**src/rtl/fpr_pkg.sv**
```systemverilog
// Shared constants and types for the FIFO page replacement tracker.
`timescale 1ns / 1ps

package fpr_pkg;

  localparam int MAX_FRAMES    = 16;
  localparam int FRAME_W       = (MAX_FRAMES > 1) ? $clog2(MAX_FRAMES) : 1;
  localparam int CNT_W         = $clog2(MAX_FRAMES + 1);

  localparam int ADDR_W        = 32;
  localparam int PAGE_W        = 32;
  localparam int FAULT_W       = 32;
  localparam int FRAME_OUT_W   = 4;
  localparam int FRAME_COUNT_W = 5;
  localparam int PAGE_BYTES_W  = 21;

  localparam int CFG_INDEX_W   = 1;
  localparam int CFG_DATA_W    = 21;

  localparam int DIV_STEPS     = ADDR_W;
  localparam int STEP_W        = $clog2(DIV_STEPS);

  localparam int QUEUE_DEPTH   = 2;
  localparam int QPTR_W        = (QUEUE_DEPTH > 1) ? $clog2(QUEUE_DEPTH) : 1;
  localparam int QCNT_W        = $clog2(QUEUE_DEPTH + 1);

  localparam logic [CFG_INDEX_W-1:0] CFG_FRAME_COUNT = 1'b0;
  localparam logic [CFG_INDEX_W-1:0] CFG_PAGE_BYTES  = 1'b1;

  localparam logic [FRAME_COUNT_W-1:0] FRAME_COUNT_RESET = 5'd16;
  localparam logic [PAGE_BYTES_W-1:0]  PAGE_BYTES_RESET  = 21'd4096;

  // One page number moving between the front and back halves.
  typedef struct packed {
    logic              valid;
    logic [PAGE_W-1:0] page;
  } page_beat_t;

  typedef struct packed {
    logic [PAGE_W-1:0]      page_no;
    logic                   hit;
    logic [FRAME_OUT_W-1:0] frame_index;
    logic [FAULT_W-1:0]     fault_total;
  } result_t;

endpackage

```
**src/rtl/fpr_divider.sv**
```systemverilog
// Front half: bit-serial restoring divider that turns an address into a page number.
`timescale 1ns / 1ps

module fpr_divider (
  input  logic                             clk,
  input  logic                             rst,
  input  logic                             in_valid,
  output logic                             in_ready,
  input  logic [fpr_pkg::ADDR_W-1:0]       address,
  input  logic [fpr_pkg::PAGE_BYTES_W-1:0] page_bytes,
  output fpr_pkg::page_beat_t              out,
  input  logic                             out_ready
);

  typedef enum logic [1:0] {S_IDLE, S_DIV, S_DONE} state_t;

  state_t                            state;
  logic [fpr_pkg::STEP_W-1:0]        step;
  logic [fpr_pkg::ADDR_W-1:0]        quot;
  logic [fpr_pkg::PAGE_BYTES_W:0]    rem;
  logic [fpr_pkg::PAGE_BYTES_W-1:0]  divisor;

  logic [fpr_pkg::PAGE_BYTES_W:0]    rem_shift;
  logic [fpr_pkg::PAGE_BYTES_W:0]    rem_diff;
  logic                              rem_ge;

  assign in_ready = (state == S_IDLE) || ((state == S_DONE) && out_ready);

  assign out.valid = (state == S_DONE);
  assign out.page  = quot;

  // Bring in the next dividend bit and try the subtract.
  always_comb begin
    rem_shift = {rem[fpr_pkg::PAGE_BYTES_W-1:0], quot[fpr_pkg::ADDR_W-1]};
    rem_ge    = (rem_shift >= {1'b0, divisor});
    rem_diff  = rem_shift - {1'b0, divisor};
  end

  always_ff @(posedge clk) begin
    if (rst) begin
      state <= S_IDLE;
    end else begin
      case (state)
        S_IDLE: begin
          if (in_valid) begin
            quot    <= address;
            rem     <= '0;
            step    <= '0;
            // A zero page size divides as one.
            divisor <= (page_bytes == '0) ? fpr_pkg::PAGE_BYTES_W'(1) : page_bytes;
            state   <= S_DIV;
          end
        end
        S_DIV: begin
          quot <= {quot[fpr_pkg::ADDR_W-2:0], rem_ge};
          rem  <= rem_ge ? rem_diff : rem_shift;
          step <= step + 1'b1;
          if (step == fpr_pkg::STEP_W'(fpr_pkg::DIV_STEPS - 1)) begin
            state <= S_DONE;
          end
        end
        S_DONE: begin
          if (out_ready) begin
            if (in_valid) begin
              quot    <= address;
              rem     <= '0;
              step    <= '0;
              divisor <= (page_bytes == '0) ? fpr_pkg::PAGE_BYTES_W'(1) : page_bytes;
              state   <= S_DIV;
            end else begin
              state <= S_IDLE;
            end
          end
        end
        default: begin
          state <= S_IDLE;
        end
      endcase
    end
  end

endmodule

```
**src/rtl/fpr_queue.sv**
```systemverilog
// Short queue of page numbers between the divider and the frame table.
`timescale 1ns / 1ps

module fpr_queue (
  input  logic                clk,
  input  logic                rst,
  input  fpr_pkg::page_beat_t in,
  output logic                in_ready,
  output fpr_pkg::page_beat_t out,
  input  logic                out_ready
);

  logic [fpr_pkg::PAGE_W-1:0] mem [fpr_pkg::QUEUE_DEPTH];
  logic [fpr_pkg::QPTR_W-1:0] wr_ptr;
  logic [fpr_pkg::QPTR_W-1:0] rd_ptr;
  logic [fpr_pkg::QCNT_W-1:0] count;
  logic                       do_push;
  logic                       do_pop;

  assign in_ready  = (count != fpr_pkg::QCNT_W'(fpr_pkg::QUEUE_DEPTH));
  assign out.valid = (count != '0);
  assign out.page  = mem[rd_ptr];
  assign do_push   = in.valid && in_ready;
  assign do_pop    = out.valid && out_ready;

  always_ff @(posedge clk) begin
    if (do_push) begin
      mem[wr_ptr] <= in.page;
    end
  end

  always_ff @(posedge clk) begin
    if (rst) begin
      wr_ptr <= '0;
      rd_ptr <= '0;
      count  <= '0;
    end else begin
      if (do_push) begin
        wr_ptr <= (wr_ptr == fpr_pkg::QPTR_W'(fpr_pkg::QUEUE_DEPTH - 1)) ? '0 : wr_ptr + 1'b1;
      end
      if (do_pop) begin
        rd_ptr <= (rd_ptr == fpr_pkg::QPTR_W'(fpr_pkg::QUEUE_DEPTH - 1)) ? '0 : rd_ptr + 1'b1;
      end
      if (do_push && !do_pop) begin
        count <= count + 1'b1;
      end else if (do_pop && !do_push) begin
        count <= count - 1'b1;
      end
    end
  end

endmodule

```
**src/rtl/fpr_table.sv**
```systemverilog
// Back half: resident page table, FIFO replacement, fault count and result register.
`timescale 1ns / 1ps

module fpr_table (
  input  logic                              clk,
  input  logic                              rst,
  input  fpr_pkg::page_beat_t               in,
  output logic                              in_ready,
  input  logic [fpr_pkg::FRAME_COUNT_W-1:0] frame_count,
  output fpr_pkg::result_t                  result,
  output logic                              out_valid,
  input  logic                              out_ready
);

  logic [fpr_pkg::PAGE_W-1:0]  frame_pages [fpr_pkg::MAX_FRAMES];
  logic [fpr_pkg::MAX_FRAMES-1:0] frame_valid;
  logic [fpr_pkg::FRAME_W-1:0] oldest_pointer;
  logic [fpr_pkg::CNT_W-1:0]   filled_count;
  logic [fpr_pkg::FAULT_W-1:0] fault_counter;

  logic                        take;
  logic [fpr_pkg::CNT_W-1:0]   count;
  logic                        found;
  logic [fpr_pkg::FRAME_W-1:0] hit_frame;
  logic                        table_full;
  logic [fpr_pkg::CNT_W-1:0]   ptr_wide;
  logic [fpr_pkg::CNT_W-1:0]   ptr_base;
  logic [fpr_pkg::CNT_W-1:0]   ptr_inc;
  logic [fpr_pkg::FRAME_W-1:0] oldest_pointer_next;
  logic [fpr_pkg::FRAME_W-1:0] miss_frame;
  logic [fpr_pkg::FAULT_W-1:0] fault_counter_next;

  assign in_ready = !out_valid || out_ready;
  assign take     = in.valid && in_ready;

  // Clamp the configured frame count into 1..MAX_FRAMES.
  always_comb begin
    if (frame_count == '0) begin
      count = fpr_pkg::CNT_W'(1);
    end else if (32'(frame_count) > fpr_pkg::MAX_FRAMES) begin
      count = fpr_pkg::CNT_W'(fpr_pkg::MAX_FRAMES);
    end else begin
      count = fpr_pkg::CNT_W'(frame_count);
    end
  end

  // Parallel tag compare; the lowest matching frame wins.
  always_comb begin
    found     = 1'b0;
    hit_frame = '0;
    for (int i = fpr_pkg::MAX_FRAMES - 1; i >= 0; i--) begin
      if (frame_valid[i] && (frame_pages[i] == in.page) &&
          (fpr_pkg::CNT_W'(i) < count)) begin
        found     = 1'b1;
        hit_frame = fpr_pkg::FRAME_W'(i);
      end
    end
  end

  // Victim choice: next free frame, or the oldest once the table is full.
  always_comb begin
    table_full          = (filled_count >= count);
    ptr_wide            = fpr_pkg::CNT_W'(oldest_pointer);
    ptr_base            = (ptr_wide >= count) ? '0 : ptr_wide;
    ptr_inc             = ptr_base + 1'b1;
    oldest_pointer_next = (ptr_inc >= count) ? '0 : fpr_pkg::FRAME_W'(ptr_inc);
    miss_frame          = table_full ? fpr_pkg::FRAME_W'(ptr_base)
                                     : fpr_pkg::FRAME_W'(filled_count);
    fault_counter_next  = (fault_counter == '1) ? fault_counter : fault_counter + 1'b1;
  end

  always_ff @(posedge clk) begin
    if (take && !found) begin
      frame_pages[miss_frame] <= in.page;
    end
    if (take) begin
      result.page_no     <= in.page;
      result.hit         <= found;
      result.frame_index <= fpr_pkg::FRAME_OUT_W'(found ? hit_frame : miss_frame);
      result.fault_total <= found ? fault_counter : fault_counter_next;
    end
  end

  always_ff @(posedge clk) begin
    if (rst) begin
      frame_valid    <= '0;
      oldest_pointer <= '0;
      filled_count   <= '0;
      fault_counter  <= '0;
      out_valid      <= 1'b0;
    end else begin
      if (take) begin
        out_valid <= 1'b1;
        if (!found) begin
          frame_valid[miss_frame] <= 1'b1;
          fault_counter           <= fault_counter_next;
          if (table_full) begin
            oldest_pointer <= oldest_pointer_next;
          end else begin
            filled_count <= filled_count + 1'b1;
          end
        end
      end else if (out_ready) begin
        out_valid <= 1'b0;
      end
    end
  end

endmodule

```
**src/rtl/fifo_page_replacement_tracker.sv**
```systemverilog
// Top level of the FIFO page replacement tracker: config registers and the three stages.
`timescale 1ns / 1ps
//
// Usage:
//   Push one address per beat on address/push; full high means hold the beat.
//   Results come out in order on page_no, hit, frame_index and fault_total
//   while empty is low; pop takes the oldest one.
//   Configuration: cfg_write with cfg_index 0 sets frame_count (low 5 bits of
//   cfg_data), index 1 sets page_bytes. Write only while no address is in flight.
// Timing:
//   The divider produces one quotient bit per cycle and takes a new address only
//   as it hands its quotient to the queue, so that divider sets the sustained rate.
//   A result passes from the divider through the queue into the result register
//   before it appears on the ports.
// Reset (rst, synchronous): all frames invalid, fault count, fill count and
//   the oldest pointer cleared, frame_count = 16 and page_bytes = 4096.
// Stalls: when pop stays low the result register holds, the two-entry queue
//   fills, then the divider holds its quotient and full stays high.
//
module fifo_page_replacement_tracker (
  input  logic                                clk,
  input  logic                                rst,
  input  logic                                push,
  output logic                                full,
  input  logic [fpr_pkg::ADDR_W-1:0]          address,
  output logic                                empty,
  input  logic                                pop,
  output logic [fpr_pkg::PAGE_W-1:0]          page_no,
  output logic                                hit,
  output logic [fpr_pkg::FRAME_OUT_W-1:0]     frame_index,
  output logic [fpr_pkg::FAULT_W-1:0]         fault_total,
  input  logic                                cfg_write,
  input  logic [fpr_pkg::CFG_INDEX_W-1:0]     cfg_index,
  input  logic [fpr_pkg::CFG_DATA_W-1:0]      cfg_data
);

  logic [fpr_pkg::FRAME_COUNT_W-1:0] frame_count;
  logic [fpr_pkg::PAGE_BYTES_W-1:0]  page_bytes;

  logic                 div_in_ready;
  fpr_pkg::page_beat_t  div_beat;
  logic                 mq_in_ready;
  fpr_pkg::page_beat_t  mq_beat;
  logic                 tbl_in_ready;
  fpr_pkg::result_t     tbl_result;
  logic                 tbl_valid;

  always_ff @(posedge clk) begin
    if (rst) begin
      frame_count <= fpr_pkg::FRAME_COUNT_RESET;
      page_bytes  <= fpr_pkg::PAGE_BYTES_RESET;
    end else if (cfg_write) begin
      case (cfg_index)
        fpr_pkg::CFG_FRAME_COUNT: frame_count <= cfg_data[fpr_pkg::FRAME_COUNT_W-1:0];
        fpr_pkg::CFG_PAGE_BYTES:  page_bytes  <= cfg_data[fpr_pkg::PAGE_BYTES_W-1:0];
        default: begin
        end
      endcase
    end
  end

  fpr_divider u_divider (
    .clk        (clk),
    .rst        (rst),
    .in_valid   (push),
    .in_ready   (div_in_ready),
    .address    (address),
    .page_bytes (page_bytes),
    .out        (div_beat),
    .out_ready  (mq_in_ready)
  );

  fpr_queue u_queue (
    .clk       (clk),
    .rst       (rst),
    .in        (div_beat),
    .in_ready  (mq_in_ready),
    .out       (mq_beat),
    .out_ready (tbl_in_ready)
  );

  fpr_table u_table (
    .clk         (clk),
    .rst         (rst),
    .in          (mq_beat),
    .in_ready    (tbl_in_ready),
    .frame_count (frame_count),
    .result      (tbl_result),
    .out_valid   (tbl_valid),
    .out_ready   (pop)
  );

  assign full        = !div_in_ready;
  assign empty       = !tbl_valid;
  assign page_no     = tbl_result.page_no;
  assign hit         = tbl_result.hit;
  assign frame_index = tbl_result.frame_index;
  assign fault_total = tbl_result.fault_total;

  // Reset leaves no result waiting.
  a_reset_empty: assert property (@(posedge clk) rst |=> empty)
    else $error("result present right after reset");

  // An accepted address keeps the divider busy on the next cycle.
  a_div_busy: assert property (@(posedge clk) disable iff (rst)
    (push && !full) |=> full)
    else $error("divider accepted a second address too early");

  // A finished quotient waits in the divider while the queue is full.
  a_div_hold: assert property (@(posedge clk) disable iff (rst)
    (div_beat.valid && !mq_in_ready) |=> (div_beat.valid && $stable(div_beat.page)))
    else $error("quotient lost while queue full");

endmodule
```
**config.mk**
```make
export PLATFORM = sky130hd
export DESIGN_NAME = fifo_page_replacement_tracker
export DESIGN_NICKNAME = d
export VERILOG_FILES = /design/src/rtl/fpr_pkg.sv /design/src/rtl/fpr_divider.sv /design/src/rtl/fpr_queue.sv /design/src/rtl/fpr_table.sv /design/src/rtl/fifo_page_replacement_tracker.sv
export SDC_FILE = /design/constraint.sdc
export NUM_CORES = 1
export LEC_CHECK = 0
export BUFFER_PORTS_ARGS = -buffer_cell sky130_fd_sc_hd__clkbuf_2
export CAP_MARGIN = 20
export CORE_UTILIZATION = 55
export CTS_BUF_LIST = sky130_fd_sc_hd__clkbuf_8
export DETAILED_ROUTE_END_ITERATION = 16
export PLACE_DENSITY = 0.74
export SYNTH_ARGS = -nofsm -noshare
export SYNTH_HDL_FRONTEND = slang
export SYNTH_SLANG_ARGS = --single-unit
```
**constraint.sdc**
```tcl
create_clock -name clk -period 6.96 [get_ports clk]
set_clock_uncertainty 0.15 [all_clocks]
set_input_delay 1.392 -clock clk [delete_from_list [all_inputs] [get_ports clk]]
set_output_delay 1.392 -clock clk [all_outputs]
set_load 0.005 [all_outputs]
```
==> impl_metrics.py, run 1 <==
metrics = {
    "sta": {
        "tns_ns": 0,
        "report.final.slew_viol_count": 0,
        "hold_viol": 0,
        "worst_slew_pin_slew_ns": 1.283,
        "slew_headroom_pct": 14.37,
        "period_share_pct": 93.16,
        "setup_violations": 0,
        "finalWorstSetupSlack_ns": 0.4762,
        "fmax_ghz": 0.1542,
        "min_period_ns": 6.484,
        "grt_setup_unrepaired": "false",
    },
    "die": {
        "core_area_sq_mm": 0.06598,
        "die_height_um": 260.9,
        "rows": 94,
        "die_area_sq_mm": 0.06805,
        "io_pins": 130,
        "die_width_um": 260.9,
        "start_util_pct": 55.86,
    },
    "placement": {
        "io_buffers": 129,
        "dp_slack_ns": 1.068,
        "dpl_cell_area_sq_mm": 0.03942,
        "place_inst": 3815,
        "gp_congestion": 1.094,
        "detailed_place_hpwl_um": 77340,
    },
    "detailed_routing": {
        "initialDrtViolationCount": 3665,
        "drcViolationCount": 2,
        "vias": 25655,
        "firstDrtPassIters": 14,
        "antenna_left": 0,
        "wl_um": 117800,
        "viasPerCell": 6.317,
        "wire_per_inst_um": 29.00,
    },
    "power_and_ir_drop": {
        "switching_share_pct": 31.61,
        "powerDensity_mw_per_mm2": 309.8,
        "switchingPower_mw": 4.109,
        "clkPwrFrac_pct": 30.8,
        "p_comb_share_pct": 22.3,
        "leakage_nw": 13.94,
        "p_seq_share_pct": 46.9,
        "vdd_drop_max_mv": 0.3198,
        "intPower_mw": 8.889,
    },
    "cts": {
        "clk_path_buf_depth": 3,
        "clock-root-buffer": "clkbuf_8",
        "cts_tree": "done",
        "clock_latency_ns": 0.82,
        "numCtsBuffers": 135,
        "postCtsSetupBuffers": 0,
        "clk_pin_slew_worst_paths_ns": 0.06,
        "cts_num_sinks": 815,
        "cts_resized": 0,
        "hold_buffers": 0,
        "cts-htree-levels": 4,
    },
    "worst_setup_path": {
        "cp.buffers_inverters": 4,
        "cp_cell_sequence": "buf_12 -> mux2i_4 -> buf_4 -> xnor2_1 -> or4_1 -> nor4_1 -> nor4_1 -> nand4_1 -> buf_4 -> or4_1 -> nor2_2 -> buf_4",
        "crit_family": "simple AND/OR/NAND/NOR gates",
        "arrival_ns": 6.77,
        "path_class": "flip-flop to flip-flop",
        "max_stage_delay_ns": 0.93,
        "cpMostUsedCell": "buf_4",
        "worstPathRequired_ns": 7.25,
        "slowest_stage": "nor4_1",
        "crit_path_end_kind": "flip-flop",
        "crit_fanout": 32,
        "worstSetupStartpointType": "flip-flop",
    },
    "grt": {
        "antenna_found_initial": 7,
        "grt_max_degree": 80,
        "grt-ovfl-total": 0,
        "grt_pass1_vias": 25002,
        "grt_pass1_wl_um": 168000,
        "track_usage_pct": 35.07,
    },
    "logic_synthesis": {
        "synth_nets": 2907,
        "seq_area_frac_synth_pct": 63.93,
        "ys_warn_count": 0,
        "asyncSetResetFlopFracSynth_pct": 0,
        "ys_seq_elements": 815,
        "synth.distinct_cells": 70,
        "synth_ff_type": "edfxtp_1",
        "netlist_instances": 2808,
        "synth_edf_count": 724,
        "syn_area_sq_mm": 0.03686,
        "avgSynthCellArea_sq_um": 13.13,
    },
    "flow_run": {
        "cap_violations": 0,
    },
    "finish": {
        "area_delta_synth_final_pct": 13.82,
        "final_area_sq_mm": 0.04195,
        "nets": 3187,
        "fin_cells": 4061,
        "final_core_util_pct": 63.58,
        "drive_above_1_share_pct": 16.53,
        "fillerInstances": 4857,
    },
    "min_path": {
        "min_path_type": "flip-flop to flip-flop",
    },
    "outcome": {
        "violations": "design-rule violations",
        "status": "finished with violations",
    },
}
[cells in the final DEF, fill, tap and decap left out, types with 14 or more instances in the layout]
cell / instances
nand3_1: 66
o21ai_0: 29
clkbuf_8: 150
nand4_1: 58
xnor2_1: 559
nor2_1: 141
buf_4: 120
mux2i_1: 23
ha_1: 39
inv_1: 137
clkinv_2: 19
a21oi_1: 61
a21o_1: 17
nand2b_1: 25
and3_1: 20
nor2_2: 17
edfxtp_1: 724
mux2i_4: 32
nand2_1: 208
nor2b_1: 17
dfxtp_1: 90
nor3_1: 73
o22ai_1: 14
clkbuf_2: 128
xor2_1: 17
clkinv_1: 15
nor4_1: 226
[final cells by class]
| cell class | instances | area [sq um] | share of cell area (%) |
|---|---|---|---|
| flip-flops and latches | 815 | 23570 | 56.18 |
| inverters | 89 | 335.3 | 0.7993 |
| clock buffers | 150 | 2064 | 4.921 |
| multi-input cells | 1790 | 12710 | 30.30 |
| clock inverters | 93 | 464.2 | 1.107 |
| well taps | 864 | 1081 | 2.577 |
| repair buffers | 257 | 1723 | 4.107 |
| diodes | 3 | 7.507 | 0.01789 |
[kinds of logic after synthesis]
group / count (synthesis) / synth area share (%)
simple gates: 916 / 12.85
flops: 815 / 63.93
xor+xnor: 576 / 13.69
buf+inv: 203 / 2.414
compound gates: 188 / 3.310
mux: 68 / 2.383
fa+ha+maj: 42 / 1.433
[final timing paths]
check,from,endpoint,slack [ns],cells after the start
worst max-delay path,flip-flop,u_table.frame_pages[14][3]$_DFFE_PP_,0.48,12
worst min-delay path,page_bytes[9]$_SDFFE_PP0P_,u_divider.divisor[9]$_SDFFCE_PN0P_,0.31,0
worst max register to register,flip-flop,u_table.frame_pages[14][3]$_DFFE_PP_,0.48,12
worst min register to register,page_bytes[9]$_SDFFE_PP0P_,u_divider.divisor[9]$_SDFFCE_PN0P_,0.31,0
[stage by stage]
stage / power, mW / hold slack [ns]
final: 13.00 / 0.3115
after global routing: 13.34 / 0.3166
after CTS: 12.93 / 0.3019
after detailed placement: 8.990 / 0.2957
after global placement: 8.948 / 0.2877
after floorplan: 7.704 / 0.2763
[cells in the mapped netlist (all sizes together) (17+ instances only)]
cell type / number / area (sq um)
nor2b: 19 / 118.9
nand2b: 26 / 162.7
nand3: 66 / 330.3
nor2: 158 / 595.6
buf: 50 / 315.3
inv: 87 / 326.6
xor2: 17 / 148.9
a21o: 17 / 127.6
nand4: 58 / 362.9
o21ai: 30 / 150.1
edfxtp: 724 / 21740
mux2i: 55 / 732.0
ha: 39 / 488.0
and3: 20 / 125.1
nor4: 227 / 1435
clkbuf: 64 / 240.2
dfxtp: 91 / 1822
nor3: 74 / 375.4
nand2: 208 / 780.8
xnor2: 559 / 4896
a21oi: 62 / 310.3
[state kept, by name, summed over array words and instances (netlist names), 2 cells and up, named ones only]
register	flops
u_table.filled_count	5
u_divider.state	2
frame_count	5
u_divider.rem	21
u_divider.step	5
u_queue.count	2
u_table.oldest_pointer	4
u_divider.quot	32
u_queue.mem	64
u_divider.divisor	21
u_table.result	69
page_bytes	21
u_table.fault_counter	32
u_table.frame_pages	512
u_table.frame_valid	16
[power by group through the flow]
| stage | sequential (mW) | clock, mW | combinational (mW) |
|---|---|---|---|
| after floorplan | 6.14 | 0 | 1.56 |
| after global placement | 6.19 | 0 | 2.76 |
| after detailed placement | 6.19 | 0 | 2.80 |
| after CTS | 6.10 | 4.02 | 2.82 |
| after global routing | 6.13 | 4.22 | 2.99 |
| final | 6.10 | 4.00 | 2.90 |
[layer usage]
layer | up-vias | routed length [um] | global-route usage, %
li1 | 10893 | - | -
met4 | 4 | 8039 | 20.94
met1 | 12435 | 42370 | 44.20
met3 | 490 | 14090 | 9.169
met5 | - | 91 | 0
met2 | 1833 | 53200 | 54.59
Power figures use the tool's default switching activity.
==> inputs of run 2 (changes only) <==
--- a/config.mk
+++ b/config.mk
@@ -10,7 +10,8 @@
 export CORE_UTILIZATION = 55
 export CTS_BUF_LIST = sky130_fd_sc_hd__clkbuf_8
 export DETAILED_ROUTE_END_ITERATION = 16
-export PLACE_DENSITY = 0.74
+export PLACE_DENSITY = 0.79
+export SETUP_SLACK_MARGIN = 0.2
 export SYNTH_ARGS = -nofsm -noshare
 export SYNTH_HDL_FRONTEND = slang
 export SYNTH_SLANG_ARGS = --single-unit
==> constraint.sdc (replaced) <==
create_clock -name clk -period 6.7 [get_ports clk]
set_clock_uncertainty 0.15 [all_clocks]
set_input_delay 1.34 -clock clk [delete_from_list [all_inputs] [get_ports clk]]
set_output_delay 1.34 -clock clk [all_outputs]
set_load 0.005 [all_outputs]
==> impl_metrics.py, run 2 (synthesized netlist as in run 1, its figures left out) <==
metrics = {
    "outcome": {
        "status": "complete, no violations",
    },
    "power_and_ir_drop": {
        "clkPwrFrac_pct": 31.8,
        "p_comb_share_pct": 21.5,
        "switching_share_pct": 31.08,
        "vdd_drop_max_mv": 0.2816,
        "powerDensity_mw_per_mm2": 323.4,
        "p_seq_share_pct": 46.6,
        "switchingPower_mw": 4.228,
        "leakage_nw": 13.92,
        "intPower_mw": 9.376,
    },
    "finish": {
        "area_delta_synth_final_pct": 14.13,
        "drive_above_1_share_pct": 16.23,
        "largest_reg_flops": 512,
        "fin_cells": 4045,
        "reg_top3": "u_table.frame_pages (512), u_table.result (69), u_queue.mem (64)",
        "largest_register": "u_table.frame_pages",
        "final_common_cell": "edfxtp_1",
        "nets": 3174,
        "final_cell_mix": "edfxtp_1, xnor2_1, nor4_1, nand2_1",
    },
    "sta": {
        "tns_ns": 0,
        "grt_setup_unrepaired": "false",
        "finalWorstSetupSlack_ns": 0.4697,
        "report.final.slew_viol_count": 0,
        "setup_violations": 0,
        "worst_slew_pin_slew_ns": 1.246,
        "fmax_ghz": 0.1605,
        "whs_ns": 0.3177,
        "slew_headroom_pct": 16.82,
        "hold_viol": 0,
        "min_period_ns": 6.230,
        "period_share_pct": 92.99,
    },
    "worst_setup_path": {
        "worstSetupStartpointType": "flip-flop",
        "worstPathRequired_ns": 6.98,
        "crit_path_end_kind": "flip-flop",
        "arrival_ns": 6.51,
        "max_stage_delay_ns": 0.89,
        "cp_cell_sequence": "mux2i_4 -> buf_4 -> xnor2_1 -> nor4_1 -> nand4_1 -> nor3_1 -> nor4_1 -> nand4_1 -> nor2_1 -> nand3_1 -> nor2_2 -> buf_4",
        "cp.buffers_inverters": 2,
        "path_class": "flip-flop to flip-flop",
        "crit_fanout": 32,
        "crit_family": "simple AND/OR/NAND/NOR gates",
        "slowest_stage": "mux2i_4",
    },
    "cts": {
        "clock-root-buffer": "clkbuf_8",
        "cts_tree": "done",
        "clock_latency_ns": 0.81,
        "clk_pin_slew_worst_paths_ns": 0.06,
        "cts-htree-levels": 4,
        "cts_num_sinks": 815,
        "cts_resized": 0,
        "numCtsBuffers": 132,
        "clk_path_buf_depth": 3,
        "hold_buffers": 0,
    },
    "placement": {
        "detailed_place_hpwl_um": 71800,
        "dp_slack_ns": 0.5784,
        "gp_congestion": 1.015,
        "place_inst": 3799,
        "io_buffers": 129,
    },
    "detailed_routing": {
        "wire_per_inst_um": 27.96,
        "firstDrtPassIters": 8,
        "antenna_left": 0,
        "initialDrtViolationCount": 3257,
        "vias": 25305,
        "drcViolationCount": 0,
        "wl_um": 113100,
        "viasPerCell": 6.256,
    },
    "min_path": {
        "min_path_type": "flip-flop to flip-flop",
    },
    "die": {
        "die_area_sq_mm": 0.06805,
        "die_width_um": 260.9,
        "die_height_um": 260.9,
        "core_area_sq_mm": 0.06598,
        "io_pins": 130,
        "rows": 94,
        "start_util_pct": 55.86,
    },
    "flow_run": {
        "cap_violations": 0,
    },
    "grt": {
        "grt_pass1_wl_um": 162000,
        "antenna_found_initial": 5,
        "track_usage_pct": 33.64,
        "grt_pass1_vias": 24735,
        "grt-ovfl-total": 0,
        "grt_max_degree": 62,
    },
}
==> run 2: changes by cell type in the layout (fill, tap and decap cells not counted), moves of 6 or more <==
| cell | change |
|---|---|
| buf_4 | -17 |
| inv_1 | -12 |
| clkbuf_8 | -9 |
| clkinv_1 | +9 |
| buf_12 | +7 |
| bufinv_16 | +6 |
==> run 2: final timing paths <==
path                                                  from                              endpoint  slack, ns  depth (start not counted)
worst min register to register  page_bytes[5]$_SDFFE_PP0P_    u_divider.divisor[5]$_SDFFCE_PN0P_       0.32                          0
worst min-delay path            page_bytes[5]$_SDFFE_PP0P_    u_divider.divisor[5]$_SDFFCE_PN0P_       0.32                          0
worst max-delay path                             flip-flop  u_table.frame_pages[0][26]$_DFFE_PP_       0.47                         12
worst max register to register                   flip-flop  u_table.frame_pages[0][26]$_DFFE_PP_       0.47                         12
==> run 2: timing repair <==
item                                    4_1_cts  5_1_grt
endpoints found under the setup margin        0       61
setup buffers                                 0        5
hold endpoints to repair                      0        0
==> run 2: routing by layer <==
| layer | routed length [um] | track usage, % |
|---|---|---|
| met4 | 7263 | 19.31 |
| met5 | 0 | 0 |
| met3 | 12940 | 8.382 |
| met1 | 41360 | 42.74 |
| met2 | 51520 | 52.63 |
==> run 2: power by group through the flow <==
stage	registers, mW	clock network [mW]	logic (mW)
2_1_floorplan	6.38	0	1.62
3_3_place_gp	6.43	0	2.77
3_5_place_dp	6.44	0	2.82
4_1_cts	6.34	4.37	2.84
5_1_grt	6.38	4.57	3.03
6_report	6.34	4.33	2.93
==> run 2: layout make-up <==
| type | instances | area (sq um) |
|---|---|---|
| Tap cell | 864 | 1081 |
| Clock inverter | 98 | 686.9 |
| Inverter | 89 | 335.3 |
| Fill cell | 4763 | 23920 |
| Sequential cell | 815 | 23570 |
| Timing Repair Buffer | 247 | 1747 |
| Multi-Input combinational cell | 1790 | 12710 |
| Clock buffer | 141 | 1941 |
| Antenna cell | 1 | 2.502 |
==> run 2: stage by stage <==
stage / cell area [sq um] / power (mW) / utilization, %
2_1_floorplan: 36860 / 8.003 / -
3_3_place_gp: 39270 / 9.201 / 59.52
3_5_place_dp: 39360 / 9.260 / 59.65
4_1_cts: 41990 / 13.55 / 63.63
5_1_grt: 42070 / 13.98 / 63.75
6_report: 42070 / 13.60 / 63.75
